**src/rtl/adps_pkg.sv**
```systemverilog
// Shared types and constants for the antialiased disk pixel shader.
// No dependencies; imported by every module in rtl/.
`timescale 1ns / 1ps
package adps_pkg;

  // Radius limits and register reset values
  localparam int unsigned MaxRadius   = 512;
  localparam int unsigned RadiusW     = 10;
  localparam int unsigned SeamW       = 15;
  localparam int unsigned SeamMin     = 256;
  localparam int unsigned CoordW      = 10;
  localparam int unsigned ShadeW      = 3;

  // Square root datapath: radicand is s << 14 with s limited to 21 bits
  localparam int unsigned SumW        = 23;
  localparam int unsigned RadW        = 36;
  localparam int unsigned RootW       = RadW / 2;
  localparam int unsigned RemW        = RootW + 3;

  // Register file
  localparam int unsigned AddrW       = 4;
  localparam int unsigned DataW       = 32;

  typedef enum logic [1:0] {
    REG_RADIUS    = 2'd0,
    REG_SEAM      = 2'd1,
    REG_ANTIALIAS = 2'd2,
    REG_NONE      = 2'd3
  } reg_idx_t;

  // Sideband that rides the square root pipeline
  typedef struct packed {
    logic valid;
    logic covered;
  } side_t;

endpackage

```
**src/rtl/antialiased_disk_pixel_shader_top.sv**
```systemverilog
// Top level of the antialiased disk pixel shader: register file, geometry
// stages, square root pipeline and shade stage. Depends on adps_pkg, adps_isqrt.
//
// Takes one pixel coordinate per clock while pixel_stall is low and returns
// covered and a 0..4 shade index for it, in order. The path is three geometry
// stages, the 18-stage bit-per-stage square root and the output register. A
// stall on the result side freezes the whole pipeline, so pixel_stall follows
// result_stall while a result is waiting. Registers (32-bit APB, byte
// addresses): 0x0 disk_radius (clamped to 1..512), 0x4 seam_width_q8 (Q7.8,
// raised to 1.0), 0x8 antialias_on. Write them only while the pipeline is
// empty.
`timescale 1ns / 1ps
module antialiased_disk_pixel_shader_top
  import adps_pkg::*;
(
  input  logic              clk,
  input  logic              rst,
  // configuration
  input  logic              psel,
  input  logic              penable,
  input  logic              pwrite,
  input  logic [AddrW-1:0]  paddr,
  input  logic [DataW-1:0]  pwdata,
  output logic [DataW-1:0]  prdata,
  output logic              pready,
  // pixel beats
  input  logic              pixel_valid,
  output logic              pixel_stall,
  input  logic [CoordW-1:0] pixel_x,
  input  logic [CoordW-1:0] pixel_y,
  // result beats
  output logic              result_valid,
  input  logic              result_stall,
  output logic              covered,
  output logic [ShadeW-1:0] shade_index
);

  // Register file
  logic [RadiusW-1:0] disk_radius;
  logic [SeamW-1:0]   seam_width_q8;
  logic               antialias_on;
  reg_idx_t           widx;

  assign pready = 1'b1;
  assign widx   = reg_idx_t'(paddr[3:2]);

  always_ff @(posedge clk) begin
    if (rst) begin
      disk_radius   <= RadiusW'(1);
      seam_width_q8 <= SeamW'(SeamMin);
      antialias_on  <= 1'b1;
    end else if (psel && penable && pwrite && pready) begin
      unique case (widx)
        REG_RADIUS:    disk_radius   <= pwdata[RadiusW-1:0];
        REG_SEAM:      seam_width_q8 <= pwdata[SeamW-1:0];
        REG_ANTIALIAS: antialias_on  <= pwdata[0];
        default: ;
      endcase
    end
  end

  always_comb begin
    unique case (widx)
      REG_RADIUS:    prdata = DataW'(disk_radius);
      REG_SEAM:      prdata = DataW'(seam_width_q8);
      REG_ANTIALIAS: prdata = DataW'(antialias_on);
      default:       prdata = '0;
    endcase
  end

  // Effective radius and seam
  logic [RadiusW-1:0] r_eff;
  logic [SeamW-1:0]   seam_eff;
  logic [21:0]        lim4;   // 4*r*r, registered off the config

  always_comb begin
    if (disk_radius == '0) r_eff = RadiusW'(1);
    else if (disk_radius > RadiusW'(MaxRadius)) r_eff = RadiusW'(MaxRadius);
    else r_eff = disk_radius;
    seam_eff = (seam_width_q8 < SeamW'(SeamMin)) ? SeamW'(SeamMin) : seam_width_q8;
  end

  always_ff @(posedge clk) begin
    lim4 <= {20'(r_eff) * 20'(r_eff), 2'b00};
  end

  // Global pipeline enable
  logic advance;
  assign advance     = !(result_valid && result_stall);
  assign pixel_stall = !advance;

  // Stage 1: doubled offsets from the centre
  logic        v1;
  logic [10:0] a1, b1;
  logic [10:0] c2, px2, py2;

  assign c2  = {r_eff, 1'b0} - 11'd1;
  assign px2 = {pixel_x, 1'b0};
  assign py2 = {pixel_y, 1'b0};

  always_ff @(posedge clk) begin
    if (rst) v1 <= 1'b0;
    else if (advance) v1 <= pixel_valid;
  end

  always_ff @(posedge clk) begin
    if (advance) begin
      a1 <= (c2 >= px2) ? c2 - px2 : px2 - c2;
      b1 <= (c2 >= py2) ? c2 - py2 : py2 - c2;
    end
  end

  // Stage 2: squares
  logic        v2;
  logic [21:0] asq2, bsq2;

  always_ff @(posedge clk) begin
    if (rst) v2 <= 1'b0;
    else if (advance) v2 <= v1;
  end

  always_ff @(posedge clk) begin
    if (advance) begin
      asq2 <= 22'(a1) * 22'(a1);
      bsq2 <= 22'(b1) * 22'(b1);
    end
  end

  // Stage 3: sum, inside test, radicand
  side_t           side3;
  logic [RadW-1:0] rad3;
  logic [SumW-1:0] s2;

  assign s2 = SumW'(asq2) + SumW'(bsq2);

  always_ff @(posedge clk) begin
    if (rst) side3.valid <= 1'b0;
    else if (advance) side3.valid <= v2;
    if (advance) begin
      side3.covered <= (s2 <= SumW'(lim4));
      rad3          <= {1'b0, s2[20:0], 14'd0};
    end
  end

  // Square root pipeline
  side_t            side_q;
  logic [RootW-1:0] dist_q8;

  adps_isqrt u_isqrt (
    .clk      (clk),
    .rst      (rst),
    .advance  (advance),
    .side_in  (side3),
    .radicand (rad3),
    .side_out (side_q),
    .root     (dist_q8)
  );

  // Shade stage: compare 8*(seam-e) against odd multiples of the seam
  logic [RootW-1:0]  rq, e, seam_x, n8;
  logic [RootW-1:0]  seam3, seam5, seam7;
  logic              in_seam;
  logic [ShadeW-1:0] shade_calc;

  always_comb begin
    rq      = {r_eff, 8'd0};
    e       = (rq >= dist_q8) ? rq - dist_q8 : '0;
    seam_x  = RootW'(seam_eff);
    seam3   = RootW'(seam_x + {seam_x[RootW-2:0], 1'b0});
    seam5   = RootW'(seam_x + {seam_x[RootW-3:0], 2'b00});
    seam7   = RootW'({seam_x[RootW-4:0], 3'b000} - seam_x);
    in_seam = (e < seam_x);
    n8      = {RootW'(seam_x - e)} << 3;
    shade_calc = ShadeW'(n8 >= seam_x) + ShadeW'(n8 >= seam3)
               + ShadeW'(n8 >= seam5) + ShadeW'(n8 >= seam7);
    if (!(side_q.covered && antialias_on && in_seam)) shade_calc = '0;
  end

  // Output register
  always_ff @(posedge clk) begin
    if (rst) result_valid <= 1'b0;
    else if (advance) result_valid <= side_q.valid;
  end

  always_ff @(posedge clk) begin
    if (advance) begin
      covered     <= side_q.covered;
      shade_index <= shade_calc;
    end
  end

  // Checks
  a_uncov_dark: assert property (@(posedge clk) disable iff (rst)
    result_valid && !covered |-> shade_index == '0)
    else $error("uncovered pixel with nonzero shade");

  a_shade_range: assert property (@(posedge clk) disable iff (rst)
    result_valid |-> shade_index <= ShadeW'(4))
    else $error("shade index above 4");

  a_hard_mode: assert property (@(posedge clk) disable iff (rst)
    result_valid && !antialias_on |-> shade_index == '0)
    else $error("shade in hard mode");

  a_hold: assert property (@(posedge clk) disable iff (rst)
    result_valid && result_stall |=> result_valid && $stable(shade_index)
    && $stable(covered))
    else $error("stalled result changed");

endmodule

```
**src/rtl/adps_isqrt.sv**
```systemverilog
// Pipelined integer square root, one result bit per register stage.
// Depends on adps_pkg.
`timescale 1ns / 1ps
module adps_isqrt
  import adps_pkg::*;
(
  input  logic             clk,
  input  logic             rst,
  input  logic             advance,
  input  side_t            side_in,
  input  logic [RadW-1:0]  radicand,
  output side_t            side_out,
  output logic [RootW-1:0] root
);

  side_t            side_q [0:RootW];
  logic [RadW-1:0]  rad_q  [0:RootW];
  logic [RemW-1:0]  rem_q  [0:RootW];
  logic [RootW-1:0] root_q [0:RootW];

  // Stage 0 is the input itself
  assign side_q[0] = side_in;
  assign rad_q[0]  = radicand;
  assign rem_q[0]  = '0;
  assign root_q[0] = '0;

  for (genvar i = 0; i < RootW; i++) begin : g_stage
    logic [RemW-1:0] rem_sh;
    logic [RemW-1:0] trial;
    logic            fits;

    // bring down the next two radicand bits and try a one digit
    assign rem_sh = {rem_q[i][RemW-3:0], rad_q[i][RadW-1 -: 2]};
    assign trial  = {1'b0, root_q[i], 2'b01};
    assign fits   = (rem_sh >= trial);

    // valid is reset, the data travels with it
    always_ff @(posedge clk) begin
      if (rst) side_q[i+1].valid <= 1'b0;
      else if (advance) side_q[i+1].valid <= side_q[i].valid;
      if (advance) begin
        side_q[i+1].covered <= side_q[i].covered;
        rad_q[i+1]          <= {rad_q[i][RadW-3:0], 2'b00};
        rem_q[i+1]          <= fits ? rem_sh - trial : rem_sh;
        root_q[i+1]         <= {root_q[i][RootW-2:0], fits};
      end
    end
  end

  assign side_out = side_q[RootW];
  assign root     = root_q[RootW];

endmodule
```
**config.mk**
```make
export PLATFORM = sky130hd
export DESIGN_NAME = antialiased_disk_pixel_shader_top
export DESIGN_NICKNAME = d
export VERILOG_FILES = /design/src/rtl/adps_pkg.sv /design/src/rtl/antialiased_disk_pixel_shader_top.sv /design/src/rtl/adps_isqrt.sv
export SDC_FILE = /design/constraint.sdc
export NUM_CORES = 2
export LEC_CHECK = 0
export BUFFER_PORTS_ARGS = -buffer_cell sky130_fd_sc_hd__clkbuf_2
export CAP_MARGIN = 20
export CORE_MARGIN = 2
export CORE_UTILIZATION = 42
export CTS_CLUSTER_DIAMETER = 100
export DETAILED_ROUTE_END_ITERATION = 6
export HOLD_SLACK_MARGIN = 0.15
export PLACE_DENSITY = 0.53
export SYNTH_ARGS = -nofsm -noshare
export SYNTH_HDL_FRONTEND = slang
export SYNTH_SLANG_ARGS = --single-unit
```
**constraint.sdc**
```tcl
create_clock -name clk -period 42.2 [get_ports clk]
set_input_delay 0 -clock clk [delete_from_list [all_inputs] [get_ports clk]]
set_output_delay 0 -clock clk [all_outputs]
set_load 0.02 [all_outputs]
```
### Word-level counts from Yosys, hierarchy flattened

Cells that the tools add are included.

| operators by class | value |
|---|---|
| add/sub/neg operators | 31 |
| $mul | 3 |
| $lt $le $gt $ge | 29 |
| equal/unequal tests | 2 |
| mux-type cells | 24 |
| reduce and logical (&&, ||, !) cells | 10 |

Operators by type and width:

| cell | count |
|---|---|
| 19-bit two-way mux | 16 |
| 18-bit >= comparator | 3 |
| 15-bit case mux with 3 select lines | 1 |
| 11-bit by 11-bit multiplier with 22-bit output | 2 |
| 11-bit subtractor | 4 |
| 22-bit by 22-bit adder with 23-bit output | 1 |
| 23-bit by 22-bit <= comparator with 1-bit output | 1 |
| 11-bit >= comparator | 2 |
| 11-bit two-way mux | 2 |
| 21-bit by 10-bit >= comparator with 1-bit output | 1 |
| 21-bit by 11-bit >= comparator with 1-bit output | 1 |
| 21-bit by 12-bit >= comparator with 1-bit output | 1 |
| 21-bit by 13-bit >= comparator with 1-bit output | 1 |
| 21-bit by 14-bit >= comparator with 1-bit output | 1 |
| 21-bit by 15-bit >= comparator with 1-bit output | 1 |
| 21-bit by 16-bit >= comparator with 1-bit output | 1 |
| 21-bit by 17-bit >= comparator with 1-bit output | 1 |
| 21-bit by 18-bit >= comparator with 1-bit output | 1 |
| 21-bit by 19-bit >= comparator with 1-bit output | 1 |
| 21-bit by 3-bit >= comparator with 1-bit output | 1 |
| 21-bit by 4-bit >= comparator with 1-bit output | 1 |
| 21-bit by 5-bit >= comparator with 1-bit output | 1 |
| 21-bit by 6-bit >= comparator with 1-bit output | 1 |
| 21-bit by 7-bit >= comparator with 1-bit output | 1 |
| other kinds (45) | 52 |

| storage, ports and cells | value |
|---|---|
| register bits after elaboration | 766 |
| input bits | 63 |

### Longest topological paths before layout

| depth | value |
|---|---|
| depth after elaboration | 10 |
| mapped depth | 34 |

### By module

Synthesis repeated with hierarchy kept, for this count alone.

| second synthesis, totals | value |
|---|---|
| cells, all modules | 5132 |
| area total of the unflattened synthesis | 58058.2 sq um |

By module, submodules not included:

| module | instances | cells each | area each (sq um) | seq. area each (sq um) |
|---|---|---|---|---|
| adps_isqrt | 1 | 2769 | 37029.3 | 24263.3 |
| antialiased_disk_pixel_shader_top | 1 | 2363 | 21028.9 | 3503.4 |

### Least setup slack after synthesis

OpenSTA, ideal clock, no wires.

| timing | value |
|---|---|
| kind | register -> register |
| start point | reg result_valid |
| end point | reg a1[10] (enable) |
| library setup time | 1.271 ns |
| data arrival time | 18.204 ns |
| required time | 40.929 ns |
| slack | 22.725 ns |
| cell stages (with the launch flop) | 3 |
| path buffers | 1 |
| cells stage by stage | dfxtp_1 > nand2_1 > buf_1 |

| on the way | value |
|---|---|
| cells in the longest elaborated chain, start to end | 1 |

RTL lines:

| item | RTL line | source |
|---|---|---|
| start: declaration | antialiased_disk_pixel_shader_top.sv:32 | `output logic result_valid,` |
| start signal: assignment | antialiased_disk_pixel_shader_top.sv:182 | `else if (advance) result_valid <= side_q.valid;` |
| 1-bit logical AND | antialiased_disk_pixel_shader_top.sv:89 | `assign advance = !(result_valid && result_stall);` |
| end signal: assignment | antialiased_disk_pixel_shader_top.sv:108 | `a1 <= (c2 >= px2) ? c2 - px2 : px2 - c2;` |
| end: declaration | antialiased_disk_pixel_shader_top.sv:94 | `logic [10:0] a1, b1;` |

No other way between the ends.
A chain may end at the register's enable or synchronous reset.

### Worst setup path after layout

| timing | value |
|---|---|
| start point | reg disk_radius[9] |
| end point | reg shade_index[1] (data pin) |

| on the way | value |
|---|---|
| cells in the longest elaborated chain, start to end | 10 |

RTL lines:

| item | RTL line | source |
|---|---|---|
| start: declaration | antialiased_disk_pixel_shader_top.sv:39 | `logic [RadiusW-1:0] disk_radius;` |
| start signal: assignment | antialiased_disk_pixel_shader_top.sv:49 | `disk_radius <= RadiusW'(1);` |
| start signal: assignment | antialiased_disk_pixel_shader_top.sv:54 | `REG_RADIUS: disk_radius <= pwdata[RadiusW-1:0];` |
| 10-bit > comparator | antialiased_disk_pixel_shader_top.sv:78 | `else if (disk_radius > RadiusW'(MaxRadius)) r_eff = RadiusW'(MaxRadius);` |
| 10-bit two-way mux | antialiased_disk_pixel_shader_top.sv:78 |  |
| 10-bit two-way mux (*) | antialiased_disk_pixel_shader_top.sv:77 | `if (disk_radius == '0) r_eff = RadiusW'(1);` |
| net r_eff[0] | antialiased_disk_pixel_shader_top.sv:72 | `logic [RadiusW-1:0] r_eff;` |
| 18-bit subtractor or 18-bit >= comparator (tied branches) | antialiased_disk_pixel_shader_top.sv:167 | `e = (rq >= dist_q8) ? rq - dist_q8 : '0;` |
| 18-bit two-way mux (*) | antialiased_disk_pixel_shader_top.sv:167 |  |
| 15-bit subtractor | antialiased_disk_pixel_shader_top.sv:173 | `n8 = {RootW'(seam_x - e)} << 3;` |
| 18-bit by 15-bit >= comparator with 1-bit output or 18-bit by 17-bit >= comparator with 1-bit output (tied branches) | antialiased_disk_pixel_shader_top.sv:174 | `shade_calc = ShadeW'(n8 >= seam_x) + ShadeW'(n8 >= seam3)` |
| 1-bit by 1-bit adder with 2-bit output | antialiased_disk_pixel_shader_top.sv:174 |  |
| 2-bit by 1-bit adder with 3-bit output | antialiased_disk_pixel_shader_top.sv:175 | `+ ShadeW'(n8 >= seam5) + ShadeW'(n8 >= seam7);` |
| 3-bit by 1-bit adder with 3-bit output | antialiased_disk_pixel_shader_top.sv:175 |  |
| end signal: assignment | antialiased_disk_pixel_shader_top.sv:188 | `shade_index <= shade_calc;` |
| end: declaration | antialiased_disk_pixel_shader_top.sv:35 | `output logic [ShadeW-1:0] shade_index` |

Mark *: on every way through the listed nets, which the timed path passes. The rest lies on a longest branch.

==> impl_results.md <==
* Vias in the first global route at 33940
* Leakage power at 0.02489 uW
* Routed wl met2 at 49.30 mm
* Syn. warnings at 0
* Routed wl met3 at 3.129 mm
* Inserted Diodes at 0
* Seq pwr share at 27.9%
* Worst relative slew slack at 22.29%
* Max incr delay on CP at 0.65 ns
* RSZ-0062 raised after global routing: false
* Core area at 0.1184 mm^2
* Power per cell area at 88.82 mW/mm^2
* Final setup violation count at 0
* Design area at 0.05631 mm^2
* CTS H-Tree Depth at 3
* Top cells by area, synth: edfxtp_1, ha_1, fa_1, inv_1, xnor2_1
* Final hold vios at 0
* Clk sink count at 720
* Dominant cell type by area after synthesis: edfxtp_1
* Met1 Routed Length at 47.89 mm
* Total track usage at 17.22%
* CP Launch Point: disk_radius[9]
* Netlist cell types at 97
* Layout cells sized above 1 at 5.797%
* # port buffers at 64
* CTS buffer count at 86
* Syn_area_per_cell at 10.63 um^2
* Total vias in the final route at 33600
* Post-synth EDFFs at 653
* Clock Path Buffers at 3
* Achievable frequency at 118.9 MHz
* Max stage delay cell, worst path: a2111oi_0
* Final GP Congestion at 0.8455
* Clock-pin slew on the worst setup and hold paths at 0.06 ns
* Buf+Inv Stages, Crit Path at 5
* Via-to-Cell Ratio at 5.102
* Worst slew pin tran at 1.166 ns
* Postcts setup bufs at 0
* Largest net degree at the start of global routing at 204
* Post-layout nets at 5699
* Initial antenna violation count at 1
* Reg-to-Reg Start: disk_radius[9]
* Initial Util at 42.43%
* Rows at 126
* Mapped Area at 0.05024 mm^2
* Fin. max-slew vios at 0
* Iter 0 DRT Violations at 1712
* DRC at 0
* Status: complete, no violations
* Critical Path RT at 42.60 ns
* Die height at 349.9 um
* Area growth, synth to finish at 12.08%
* Final TNS setup at 0 ns
* Total congestion overflow at 0
* Ys async rst share at 0%
* Pint at 2953 uW
* TritonCTS clock tree: built
* Clock network power share at 15.6%
* Most used cell, CP: ha_1
* Max_cap viols at 0
* CP top delay family: compound AO/OA/AOI/OAI gates
* Detail Route Antenna Nets at 0
* Fin crit period at 8.409 ns
* FILL cells at 11010
* CP Max Fanout at 15
* Post-synth top area share at 39.03%
* Final Util at 47.56%
* Clock Skew at 0.03183 ns
* Syn Inst Count at 4728
* Part of the cycle the worst path needs at 19.93%
* Logic gate share of total power at 56.5%
* FF+latch count, synth at 720
* Crit end category: flop
* Min-delay worst type: in -> reg
* Top Layer Used: met5
* Crit path DAT at 8.81 ns
* Clock Latency Late Sink at 0.69 ns
* I/O pins at 102
* Switching pwr at 2048 uW
* Kind of critical path: reg -> reg
* WL final at 103.0 mm
* DP Cell Count at 6331
* Hold Path Origin: pixel_y[7]
* Non-Filler Instances at 6585
* DRT Pass-1 Iters at 5
* DP Area at 0.05235 mm^2
* Ys flop type: edfxtp_1
* Die Width at 349.9 um
* Root Buffer: clkbuf_16
* Post-DP HPWL at 77.74 mm
* Die area at 0.1224 mm^2
* Worst vdd ir at 133.8 uV
* First-pass GRT wire length at 171.8 mm
* Sw Ratio at 40.95%
* Post-synthesis sequential area ratio at 41.70%
* Routed wire length per instance at 15.64 um
* Worst setup SP type: flop
## metal layers
layer	global-route usage (%)	up-vias
met5	0	-
met2	29.41	394
met4	4.996	2
met1	22.56	15930
met3	2.674	172
li1	-	17100
## stage by stage
| step | total power, uW | hold WS (ns) | setup WS [ns] |
|---|---|---|---|
| finish | 5001 | 0.2404 | 33.79 |
| global route | 5515 | 0.2352 | 33.09 |
| CTS | 5092 | 0.1526 | 33.79 |
| detailed placement | 4249 | 0.2322 | 33.85 |
| global placement | 4253 | 0.2291 | 33.74 |
| floorplan | 3530 | 0.1178 | 22.73 |
## power by group through the flow
| stage | registers (uW) | logic (uW) | clock network (uW) |
|---|---|---|---|
| after floorplan | 1350 | 2180 | 0 |
| after global placement | 1410 | 2840 | 0 |
| after detailed placement | 1410 | 2840 | 0 |
| after CTS | 1400 | 2890 | 804 |
| after global routing | 1430 | 3250 | 831 |
| final | 1400 | 2830 | 778 |
## path summary, 6_finish.rpt
check | end | slack, ns | cells after the start
hold reg to reg | u_isqrt.g_stage[1].trial[2] | 0.40 | 0
setup / recovery | shade_index[1] | 33.79 | 32
setup reg to reg | shade_index[1] | 33.79 | 32
hold / removal | b1[8] | 0.24 | 5
## logic make-up (layout without fill, tap and decap cells)
kind of cell	Yosys count	after routing	synth area share [%]
muxes	92	92	1.982
and+or+nand+nor	1200	1200	11.77
DFF	720	720	41.70
adders and majority gates	725	725	20.81
xor gates and xnor gates	360	360	6.276
other	2	33	0.01495
buffers and inverters	665	891	5.135
AOI/OAI and AO/OA	964	964	12.31
## cell type report
type | instances | area [um^2] | share of cell area, %
clock buffer | 103 | 2300 | 4.084
tap | 1600 | 2002 | 3.555
clock inverter | 59 | 738.2 | 1.311
sequential | 720 | 20950 | 37.21
multi-input combinational | 3374 | 26840 | 47.66
inverter | 560 | 2102 | 3.733
timing repair buffer | 169 | 1376 | 2.444
## sequential cells by signal (all words and copies together), names as in the netlist, 19 cells and up
| signal | count |
|---|---|
| u_isqrt.side_q | 34 |
| u_isqrt.g_stage.rem_sh | 309 |
| rad3 | 19 |
| bsq2 | 20 |
| lim4 | 19 |
| u_isqrt.g_stage.trial | 152 |
| asq2 | 20 |
| u_isqrt.rad_q | 72 |
## synth_stat cells (all sizes together), types with 21 or more instances
cell type,count
mux2i,32
xor2,146
dfxtp,67
o31ai,29
edfxtp,653
and3,21
a31oi,32
nor2b,47
a21oi,294
inv,560
nand2b,42
ha,541
nand3,50
o21a,91
nand4,23
or4,26
o21ai,191
xnor2,214
and2,71
nor3,101
o211ai,24
a211oi,31
mux2,60
or2,25
o21bai,33
buf,31
a21o,99
nand2,315
fa,184
nor2,335
nor4,50
clkbuf,74
or3,33
## worst reg2reg max path, delay by kind of cell (launching register included)
family / cells / cell delay (ns)
flops: 1 / 0.64
xor+xnor: 1 / 0.28
fa+ha+maj: 7 / 2.10
buf+inv: 5 / 0.64
simple gates: 9 / 1.72
compound gates: 10 / 2.75
## placed cells by master, fill, tap and decap left out, types with 103 or more instances in the layout
cell | netlist | layout
nor2_1 | 335 | 335
nand2_1 | 315 | 314
inv_1 | 527 | 527
fa_1 | 184 | 184
a21oi_1 | 294 | 294
ha_1 | 541 | 541
xnor2_1 | 214 | 214
o21ai_1 | 103 | 103
edfxtp_1 | 653 | 653
xor2_1 | 146 | 146
## repair_timing
item / CTS / global route
endpoints found under the hold margin: 104 / 0
hold buffers: 92 / 0
endpoints found under the setup margin: 0 / 0
gates resized for setup: 0 / 0
Note: power is estimated with default switching activity, not from simulation.
